===== src/design/swsr_pkg.sv =====
`timescale 1ns / 1ps
// ----------------------------------------------------------------------------
// swsr_pkg: shared types and constants
// Config register map, reset values and the result type for the
// single-wire sensor receiver.
// ----------------------------------------------------------------------------
package swsr_pkg;

    localparam int CfgIdxW  = 2;
    localparam int CfgDataW = 16;

    // register indexes
    localparam logic [CfgIdxW-1:0] REG_START_LOW    = 2'd0;
    localparam logic [CfgIdxW-1:0] REG_RELEASE_WAIT = 2'd1;
    localparam logic [CfgIdxW-1:0] REG_SAMPLE_DELAY = 2'd2;
    localparam logic [CfgIdxW-1:0] REG_BYTES_FRAME  = 2'd3;

    // reset values
    localparam logic [15:0] START_LOW_RST    = 16'd20000;
    localparam logic [7:0]  RELEASE_WAIT_RST = 8'd20;
    localparam logic [7:0]  SAMPLE_DELAY_RST = 8'd28;
    localparam logic [3:0]  BYTES_FRAME_RST  = 4'd5;

    // status codes
    localparam logic [1:0] ST_NONE    = 2'd0;
    localparam logic [1:0] ST_RESP    = 2'd1;
    localparam logic [1:0] ST_NO_RESP = 2'd2;
    localparam logic [1:0] ST_FRAME   = 2'd3;

    typedef struct packed {
        logic [15:0] start_low;
        logic [7:0]  release_wait;
        logic [7:0]  sample_delay;
        logic [3:0]  bytes_frame;
    } t_cfg;

    typedef struct packed {
        logic [1:0] status;
        logic [7:0] byte_value;
        logic       byte_valid;
        logic       drive_low;
    } t_res;

endpackage


===== src/design/swsr_core.sv =====
`timescale 1ns / 1ps
// ----------------------------------------------------------------------------
// swsr_core: bus read sequencer
// Holds the read state and works out one result per tick or start beat.
// ----------------------------------------------------------------------------
module swsr_core (
    input  logic           i_clk,
    input  logic           i_rst_n,
    input  swsr_pkg::t_cfg i_cfg,
    input  logic           i_beat,
    input  logic           i_kind,
    input  logic           i_level,
    output swsr_pkg::t_res o_res
);
    import swsr_pkg::*;

    localparam logic [2:0] PH_IDLE      = 3'd0;
    localparam logic [2:0] PH_START_LOW = 3'd1;
    localparam logic [2:0] PH_REL_WAIT  = 3'd2;
    localparam logic [2:0] PH_RESP_LOW  = 3'd3;
    localparam logic [2:0] PH_RESP_HIGH = 3'd4;
    localparam logic [2:0] PH_BIT_RISE  = 3'd5;
    localparam logic [2:0] PH_BIT_DELAY = 3'd6;
    localparam logic [2:0] PH_BIT_FALL  = 3'd7;

    logic [2:0]  r_phase, n_phase;
    logic [15:0] r_tick,  n_tick;
    logic [2:0]  r_bit,   n_bit;
    logic [7:0]  r_shift, n_shift;
    logic [3:0]  r_byte,  n_byte;

    logic [15:0] tick_inc;
    logic        do_sample;
    logic        do_done;
    t_res        res;

    assign tick_inc = r_tick + 16'd1;

    always_comb begin
        n_phase   = r_phase;
        n_tick    = r_tick;
        n_bit     = r_bit;
        n_shift   = r_shift;
        n_byte    = r_byte;
        do_sample = 1'b0;
        do_done   = 1'b0;
        res       = '0;

        if (i_kind) begin
            n_phase = PH_START_LOW;
            n_tick  = '0;
            n_bit   = '0;
            n_shift = '0;
            n_byte  = '0;
        end else begin
            case (r_phase)
                PH_START_LOW: begin
                    n_tick = tick_inc;
                    // a zero limit acts as one; a wrapped count also ends it
                    if (tick_inc >= i_cfg.start_low || tick_inc == 16'd0) begin
                        n_phase = PH_REL_WAIT;
                        n_tick  = '0;
                    end
                end
                PH_REL_WAIT: begin
                    if (r_tick >= {8'd0, i_cfg.release_wait}) begin
                        n_tick = '0;
                        if (i_level) begin
                            n_phase    = PH_IDLE;
                            res.status = ST_NO_RESP;
                        end else begin
                            n_phase = PH_RESP_LOW;
                        end
                    end else begin
                        n_tick = tick_inc;
                    end
                end
                PH_RESP_LOW: begin
                    if (i_level) n_phase = PH_RESP_HIGH;
                end
                PH_RESP_HIGH: begin
                    if (!i_level) begin
                        res.status = ST_RESP;
                        n_phase    = PH_BIT_RISE;
                        n_bit      = '0;
                        n_shift    = '0;
                        n_byte     = '0;
                    end
                end
                PH_BIT_RISE: begin
                    if (i_level) begin
                        n_tick = '0;
                        if (i_cfg.sample_delay == 8'd0) do_sample = 1'b1;
                        else                            n_phase   = PH_BIT_DELAY;
                    end
                end
                PH_BIT_DELAY: begin
                    n_tick = tick_inc;
                    if (tick_inc >= {8'd0, i_cfg.sample_delay}) begin
                        n_tick    = '0;
                        do_sample = 1'b1;
                    end
                end
                PH_BIT_FALL: begin
                    if (!i_level) do_done = 1'b1;
                end
                default: begin
                    n_phase = PH_IDLE;
                end
            endcase
        end

        if (do_sample) begin
            n_shift = {r_shift[6:0], i_level};
            if (i_level) n_phase = PH_BIT_FALL;
            else         do_done = 1'b1;
        end

        if (do_done) begin
            n_bit   = r_bit + 3'd1;
            n_phase = PH_BIT_RISE;
            if (n_bit == 3'd0) begin
                res.byte_valid = 1'b1;
                res.byte_value = n_shift;
                n_byte         = r_byte + 4'd1;
                if (n_byte >= i_cfg.bytes_frame) begin
                    res.status = ST_FRAME;
                    n_phase    = PH_IDLE;
                end
            end
        end

        res.drive_low = (n_phase == PH_START_LOW);
    end

    assign o_res = res;

    always_ff @(posedge i_clk) begin
        if (!i_rst_n) begin
            r_phase <= PH_IDLE;
            r_tick  <= '0;
            r_bit   <= '0;
            r_shift <= '0;
            r_byte  <= '0;
        end else if (i_beat) begin
            r_phase <= n_phase;
            r_tick  <= n_tick;
            r_bit   <= n_bit;
            r_shift <= n_shift;
            r_byte  <= n_byte;
        end
    end

endmodule


===== src/design/single_wire_sensor_receiver_top.sv =====
`timescale 1ns / 1ps
// ----------------------------------------------------------------------------
// single_wire_sensor_receiver_top: single-wire sensor bus master
// Drives the start pulse, checks the sensor response and shifts in the
// data bytes MSB first, one tick beat at a time.
// ----------------------------------------------------------------------------
//  channel   dir  handshake               payload
//  s_axis    in   s_axis_tvalid/tready    tuser: kind, tdata: line_level
//  m_axis    out  m_axis_tvalid/tready    tdata: drive_low, byte_valid,
//                                                byte_value, status
//  cfg       in   i_cfg_we (no wait)      i_cfg_idx, i_cfg_wdata
//
//  Every input beat yields one output beat in the next cycle; one beat per
//  clock is sustained while m_axis is ready. The sequencer state update
//  is a single combinational pass feeding the state and output registers.
//  Reset (synchronous, active low) returns to idle and loads default config.
//  A stall on m_axis holds the output register; s_axis_tready drops only
//  while that register is full and not being taken.
// ----------------------------------------------------------------------------
module single_wire_sensor_receiver_top (
    input  logic                          i_clk,
    input  logic                          i_rst_n,
    // config write port
    input  logic                          i_cfg_we,
    input  logic [swsr_pkg::CfgIdxW-1:0]  i_cfg_idx,
    input  logic [swsr_pkg::CfgDataW-1:0] i_cfg_wdata,
    // input stream
    input  logic                          s_axis_tvalid,
    output logic                          s_axis_tready,
    input  logic [7:0]                    s_axis_tdata,  // [0] line_level, rest zero
    input  logic [0:0]                    s_axis_tuser,  // [0] kind (1 = start request)
    // result stream
    output logic                          m_axis_tvalid,
    input  logic                          m_axis_tready,
    output logic [15:0]                   m_axis_tdata   // [0] drive_low, [1] byte_valid,
                                                         // [9:2] byte_value, [11:10] status
);
    import swsr_pkg::*;

    t_cfg  r_cfg;
    logic  beat;
    t_res  res;
    logic  r_m_valid;
    t_res  r_m_res;

    // config registers; the user must write only while idle, the block does not enforce it
    always_ff @(posedge i_clk) begin
        if (!i_rst_n) begin
            r_cfg.start_low    <= START_LOW_RST;
            r_cfg.release_wait <= RELEASE_WAIT_RST;
            r_cfg.sample_delay <= SAMPLE_DELAY_RST;
            r_cfg.bytes_frame  <= BYTES_FRAME_RST;
        end else if (i_cfg_we) begin
            case (i_cfg_idx)
                REG_START_LOW:    r_cfg.start_low    <= i_cfg_wdata;
                REG_RELEASE_WAIT: r_cfg.release_wait <= i_cfg_wdata[7:0];
                REG_SAMPLE_DELAY: r_cfg.sample_delay <= i_cfg_wdata[7:0];
                REG_BYTES_FRAME:  r_cfg.bytes_frame  <= i_cfg_wdata[3:0];
                default: ;
            endcase
        end
    end

    // take a new beat whenever the output slot frees up this cycle
    assign s_axis_tready = !r_m_valid || m_axis_tready;
    assign beat          = s_axis_tvalid && s_axis_tready;

    swsr_core u_core (
        .i_clk   (i_clk),
        .i_rst_n (i_rst_n),
        .i_cfg   (r_cfg),
        .i_beat  (beat),
        .i_kind  (s_axis_tuser[0]),
        .i_level (s_axis_tdata[0]),
        .o_res   (res)
    );

    // output register
    always_ff @(posedge i_clk) begin
        if (!i_rst_n) begin
            r_m_valid <= 1'b0;
        end else if (beat) begin
            r_m_valid <= 1'b1;
        end else if (m_axis_tready) begin
            r_m_valid <= 1'b0;
        end
    end

    always_ff @(posedge i_clk) begin
        if (beat) r_m_res <= res;
    end

    assign m_axis_tvalid = r_m_valid;
    assign m_axis_tdata  = {4'd0, r_m_res};

    // every accepted beat shows up as a result on the next cycle
    a_beat_to_result: assert property (@(posedge i_clk) disable iff (!i_rst_n)
        beat |=> m_axis_tvalid)
        else $error("accepted beat produced no result");

    // frame complete always carries its last byte
    a_frame_has_byte: assert property (@(posedge i_clk) disable iff (!i_rst_n)
        (m_axis_tvalid && r_m_res.status == ST_FRAME) |-> r_m_res.byte_valid)
        else $error("frame complete without a byte");

    // no byte and no status while the start pulse is driven
    a_drive_quiet: assert property (@(posedge i_clk) disable iff (!i_rst_n)
        (m_axis_tvalid && r_m_res.drive_low)
            |-> (!r_m_res.byte_valid && r_m_res.status == ST_NONE))
        else $error("activity reported during start pulse");

    // byte value is zero unless a byte is presented
    a_byte_zero: assert property (@(posedge i_clk) disable iff (!i_rst_n)
        (m_axis_tvalid && !r_m_res.byte_valid) |-> (r_m_res.byte_value == 8'd0))
        else $error("stray byte value");

endmodule

===== config.mk =====
export PLATFORM = sky130hd
export DESIGN_NAME = single_wire_sensor_receiver_top
export DESIGN_NICKNAME = d
export VERILOG_FILES = /design/src/design/swsr_pkg.sv /design/src/design/swsr_core.sv /design/src/design/single_wire_sensor_receiver_top.sv
export SDC_FILE = /design/constraint.sdc
export NUM_CORES = 1
export LEC_CHECK = 0
export BUFFER_PORTS_ARGS = -buffer_cell sky130_fd_sc_hd__buf_2
export CAP_MARGIN = 20
export CORE_MARGIN = 10
export CORE_UTILIZATION = 37
export DETAILED_ROUTE_END_ITERATION = 7
export GPL_TIMING_DRIVEN = 0
export HOLD_SLACK_MARGIN = 0.15
export MAX_ROUTING_LAYER = met4
export PLACE_DENSITY = 0.62
export SLEW_MARGIN = 30
export SYNTH_ARGS = -nofsm -noshare
export SYNTH_HDL_FRONTEND = slang
export SYNTH_SLANG_ARGS = --single-unit

===== constraint.sdc =====
create_clock -name i_clk -period 4.2 [get_ports i_clk]
set_input_delay 0 -clock i_clk [delete_from_list [all_inputs] [get_ports i_clk]]
set_output_delay 0 -clock i_clk [all_outputs]
set_load 0.02 [all_outputs]

== Yosys cells after proc, flatten, opt, wreduce, memory -nomap -nowiden ==
Cells that the tools add are included.

* Input bits: 32
* RAM bits: 0
* ROM bits: 0
* Logic and storage cells: 106
* Latch bits: 0
* Output and inout port bits: 18
* Flip-flop bits (word level): 83
* Memories: 0

* Divide/modulo/power cells: 0
* Add/subtract/negate cells: 3
* Reductions and logical operators: 19
* Bitwise operators: 0
* $lt $le $gt $ge: 4
* Shift operators: 0
* $mul: 0
* Eq/ne operators: 13
* Muxes and demuxes: 53

{| class="wikitable"
|+ Operators with widths
! kind !! number
|-
| $mux W16 || 5
|-
| $pmux W16 S4 || 1
|-
| $mux W3 || 16
|-
| $ge A16 B8 Y1 || 2
|-
| $mux W8 || 4
|-
| $mux W11 || 2
|-
| $mux W4 || 5
|-
| $pmux W3 S6 || 1
|-
| $add A16 B1 Y16 const B || 1
|-
| $ge A16 B16 Y1 || 1
|-
| $logic_not A16 Y1 || 1
|-
| $eq A3 B3 Y1 const B || 4
|-
| $mux W1 || 12
|-
| $mux W2 || 5
|-
| $reduce_and A2 Y1 || 5
|-
| $logic_not A8 Y1 || 1
|-
| $eq A3 B1 Y1 const B || 2
|-
| $eq A3 B2 Y1 const B || 2
|-
| $reduce_and A3 Y1 || 2
|-
| $reduce_bool A5 Y1 || 1
|-
| $add A4 B1 Y4 const B || 1
|-
| $eq A2 B2 Y1 const B || 2
|-
| $ge A4 B4 Y1 || 1
|-
| $pmux W2 S2 || 1
|-
| other kinds (13) || 14
|}

== Logic depth before layout (Yosys ltp) ==
* Depth after elaboration: 10
* Gate-level depth with buffers: 15
* Depth with buffers taken out: 13

== Modules after synthesis ==
Synthesis repeated with hierarchy kept, for this count alone.

* Cell total of the unflattened synthesis: 562
* Area, all modules: 5215.0 um2

{| class="wikitable"
|+ Modules (own cells, without submodules)
! module !! instances !! cells an instance !! area each (um2) !! seq. area each (um2)
|-
| swsr_core || 1 || 396 || 3304.4 || 680.7
|-
| single_wire_sensor_receiver_top || 1 || 166 || 1910.6 || 1101.1
|}

== Least setup slack after synthesis ==
No wires, ideal clock.

* Path kind: flip-flop to flip-flop
* From: reg u_core.r_tick[0]
* To: reg u_core.r_tick[10]
* Arrival: 3158 ps
* Data required time: 4083 ps
* Path buffers: 1
* Stages on the path, launching flop included: 13
* Period minus slack after synthesis: 3275 ps
* Slack: 925 ps
* Setup time: 117 ps
* Cells stage by stage: dfxtp_1 > ha_1 > nand3_2 > nor4_2 > xor2_1 > ha_1 > o21ai_0 > o21a_1 > nor3b_1 > o311ai_0 > o21ai_4 > buf_6 > a32o_1

* Word-level cells in the longest chain between the ends: 6
* Elaborated cells on any way between the ends: 11
* Those cells by class: add/sub (1); order compare (3); mux (5); reduce/logical (2)

{| class="wikitable"
|+ Ends and longest elaborated chain
! element !! RTL line !! text
|-
| start: declaration || swsr_core.sv:27 || <nowiki>logic [15:0] r_tick, n_tick;</nowiki>
|-
| start signal: assignment || swsr_core.sv:147 || <nowiki>r_tick <= n_tick;</nowiki>
|-
| $add A16 B1 Y16 || swsr_core.sv:37 || <nowiki>assign tick_inc = r_tick + 16'd1;</nowiki>
|-
| $ge A16 B16 Y1 or $logic_not A16 Y1 (tied branches) || swsr_core.sv:60 || <nowiki>if (tick_inc >= i_cfg.start_low || tick_inc == 16'd0) begin</nowiki>
|-
| $logic_or A1 B1 Y1 || swsr_core.sv:60 ||
|-
| $mux W16 || swsr_core.sv:60 ||
|-
| $pmux W16 S4 (*) || swsr_core.sv:56 || <nowiki>case (r_phase)</nowiki>
|-
| $mux W16 (*) || swsr_core.sv:49 || <nowiki>if (i_kind) begin</nowiki>
|}

Every way passes the cells marked *; elsewhere a longest branch is shown, timed or not.
A chain may end at the register's enable or synchronous reset.

== Worst setup path after layout ==
* From: reg u_core.r_tick[1]
* To: reg u_core.r_tick[7]

The elaborated chain is that of the path after synthesis.

==> results.py <==
metrics = {
    "run_status": {
        "status": "completed",
    },
    "yosys": {
        "synth_edf_count": 12,
        "async_flop_share_pct": 0,
        "ys_warn_count": 0,
        "ys_seq_area_share_pct": 34.9,
        "synthFlopType": "dfxtp_1",
        "synthCells": 582,
        "syn_area_per_cell_um2": 8.78,
        "syn_area_um2": 5110,
        "ys_seq_elements": 83,
        "synth_cell_types": 75,
    },
    "timing": {
        "drv_slew": 0,
        "setup_viol": 0,
        "max_slew_margin_pct": 53.1,
        "whs_ns": 0.196,
        "hold_violations": 0,
        "worstMarginPinSlew_ns": 0.686,
        "skew_ns": 0.00721,
        "rsz0062_at_grt": "false",
        "fin_crit_sh_pct": 90.3,
        "tns_ns": 0,
        "period_needed_ns": 3.79,
        "fmax_ghz": 0.264,
    },
    "critical_path": {
        "crit_path_end_kind": "flop",
        "critical_path_peak_fanout": 10,
        "rr_startpoint": "u_core.r_tick[1]",
        "worstSetupPathType": "flop to flop",
        "r2r_end": "u_core.r_tick[7]",
        "arrival_ns": 4.07,
        "startpoint_type": "flop",
        "r2r_cells": 13,
        "rrSetupSlack_ns": 0.41,
        "required_ns": 4.48,
    },
    "global_routing": {
        "grt_max_degree": 18,
        "grt-ovfl-total": 0,
        "gr-usage-all-layers_pct": 14.6,
        "antenna_found_initial": 0,
        "grt_first_pass_wirelength_mm": 21.5,
        "grt_pass1_vias": 4359,
    },
    "power": {
        "switchingPower_mw": 0.463,
        "clkPwrFrac_pct": 42.6,
        "switching_share_pct": 26.3,
        "internal_power_mw": 1.30,
        "seqPwrFrac_pct": 47.5,
        "pwr-share-comb_pct": 9.9,
        "p_leak_nw": 2.49,
        "cellPowerDensity_nw_per_um2": 290,
        "ir_drop_uv": 221,
    },
    "route": {
        "ant_nets": 0,
        "wl_per_cell_um": 15.6,
        "drc": 0,
        "via_per_inst": 5.42,
        "totalWireLength_mm": 13.1,
        "drtIter0Drc": 299,
        "vias": 4562,
        "drt-pass1-iter-count": 5,
    },
    "layout": {
        "drive_above_1_share_pct": 17.0,
        "final_util_pct": 45.4,
        "nNetsFinal": 733,
        "fin_cells": 841,
        "area_growth_pct": 19.0,
        "antenna_cells": 0,
        "stdcell_area_um2": 6080,
    },
    "floorplan": {
        "row_count": 42,
        "ios": 50,
        "die_h_um": 138,
        "initial_core_util_pct": 38.1,
        "die_width_um": 138,
        "die_area_um2": 18900,
        "core_area_um2": 13400,
    },
    "run": {
        "maxCapViolations": 0,
    },
    "place": {
        "port-buffer-count": 37,
        "dp.cells": 798,
        "dpl.hpwl_mm": 9.90,
        "place_area_um2": 5530,
        "place_congestion": 0.921,
    },
    "hold_path": {
        "hold_depth": 3,
        "whs_endpoint": "m_axis_tdata[11]",
        "hp-start": "s_axis_tdata[0]",
        "hp-class": "primary input to flop",
    },
    "clock_tree": {
        "cts_buffer_depth": 2,
        "htreeDepth": 3,
        "cts_tree": "built",
        "cts_buffers": 9,
        "cts.sinks": 83,
        "clk_pin_slew_ns": 0.06,
        "clock_latency_ns": 0.35,
        "cts_setup_buffers": 0,
        "clockRootBuffer": "clkbuf_16",
    },
}
==> final cells by class <==
cell class                      count  area (µm²)
Fill cell                        1289        7320
Multi-Input combinational cell    414        2870
Sequential cell                    83        1780
Timing Repair Buffer               64         455
Buffer                             39         295
Clock buffer                        9         225
Tap cell                          176         220
Inverter                           49         184
Clock inverter                      7        51.3
==> how the worst max path moves through the flow <==
stage / to / start / slack, ns / depth (start not counted)
2_1_floorplan: u_core.r_tick[10] / u_core.r_tick[0] / 0.92 / 12
3_3_place_gp: u_core.r_tick[7] / u_core.r_tick[0] / 0.42 / 13
3_5_place_dp: u_core.r_tick[7] / u_core.r_tick[0] / 0.34 / 13
4_1_cts: u_core.r_tick[7] / u_core.r_tick[0] / 0.31 / 13
5_1_grt: u_core.r_tick[7] / u_core.r_tick[1] / 0.02 / 13
6_report: u_core.r_tick[7] / u_core.r_tick[1] / 0.41 / 13
==> critical path, stage by stage (launching register included) <==
cell,delay (ns)
dfxtp_1,0.50
ha_1,0.31
nand3_2,0.21
nor4_2,0.33
xor2_1,0.35
ha_1,0.31
o21ai_0,0.23
o21a_1,0.17
nor3b_1,0.22
o311ai_0,0.24
o21ai_4,0.34
buf_6,0.20
nand2_1,0.11
o211ai_1,0.19
==> kinds of logic after synthesis <==
| kind of cell | count (synthesis) | synth area share, % |
|---|---|---|
| DFF | 83 | 34.9 |
| xor gates and xnor gates | 16 | 2.74 |
| other | 1 | 0.0734 |
| adders and majority gates | 41 | 10.0 |
| buffers and inverters | 88 | 9.38 |
| muxes | 4 | 0.783 |
| and+or+nand+nor | 202 | 21.2 |
| AOI/OAI and AO/OA | 147 | 21.0 |
==> synth_stat cells, types with 8 or more instances <==
cell type   n  area share (%)
a32o_1     21             4.1
clkbuf_1   12            0.88
nand4_1    11             1.3
nor2_1     18             1.3
nand2_1    88             6.5
o211ai_1   15             2.2
nor3_1      8            0.78
buf_6      14             3.1
dfxtp_1    71              28
ha_1       41              10
o21ai_0    17             1.7
buf_4       8             1.2
xnor2_1     8             1.4
edfxtp_1   12             7.1
nand3_1    21             2.1
xor2_1      8             1.4
inv_1      48             3.5
a21oi_1    45             4.4
==> placed cells by master (no fill, tap or decap), types with 14 or more instances in the layout <==
cell type / instances
a21oi_1: 45
buf_6: 14
buf_2: 40
o211ai_1: 15
inv_1: 48
o21ai_0: 17
dlygate4sd3_1: 27
nor2_1: 18
dfxtp_1: 70
a32o_1: 21
nand2_1: 88
nand3_1: 21
ha_1: 41
==> layer usage <==
layer	global-route usage (%)	wire length (µm)	up-vias
li1	-	-	2257
met1	17.9	5950	2144
met2	23.5	6210	140
met3	3.10	755	21
met4	4.68	225	0
met5	-	0	-
==> flip-flops by register name (all words and copies together) (netlist names) <==
register,flops
u_core.r_shift,8
r_cfg,36
m_axis_tvalid,1
m_axis_tdata,12
u_core.r_tick,16
u_core.r_byte,4
u_core.r_phase,3
u_core.r_bit,3
==> timing repair <==
action | in CTS | in global routing
hold buffers | 27 | 0
endpoints found under the hold margin | 45 | 0
resized for setup | 0 | 1
endpoints found under the setup margin | 0 | 9
==> metrics by stage <==
stage | worst slack, ns | power, mW
finish | 0.406 | 1.76
global route | 0.0245 | 1.83
CTS | 0.305 | 1.78
detailed placement | 0.339 | 1.01
global placement | 0.416 | 1.01
floorplan | 0.925 | 0.953
==> power by group through the flow <==
stage	Clock [mW]	Combinational, mW	Sequential [mW]
floorplan	0	0.0924	0.860
global placement	0	0.152	0.853
detailed placement	0	0.155	0.854
CTS	0.774	0.174	0.836
global route	0.799	0.194	0.838
finish	0.750	0.175	0.836
No activity file was read; power rests on OpenSTA's default activity.
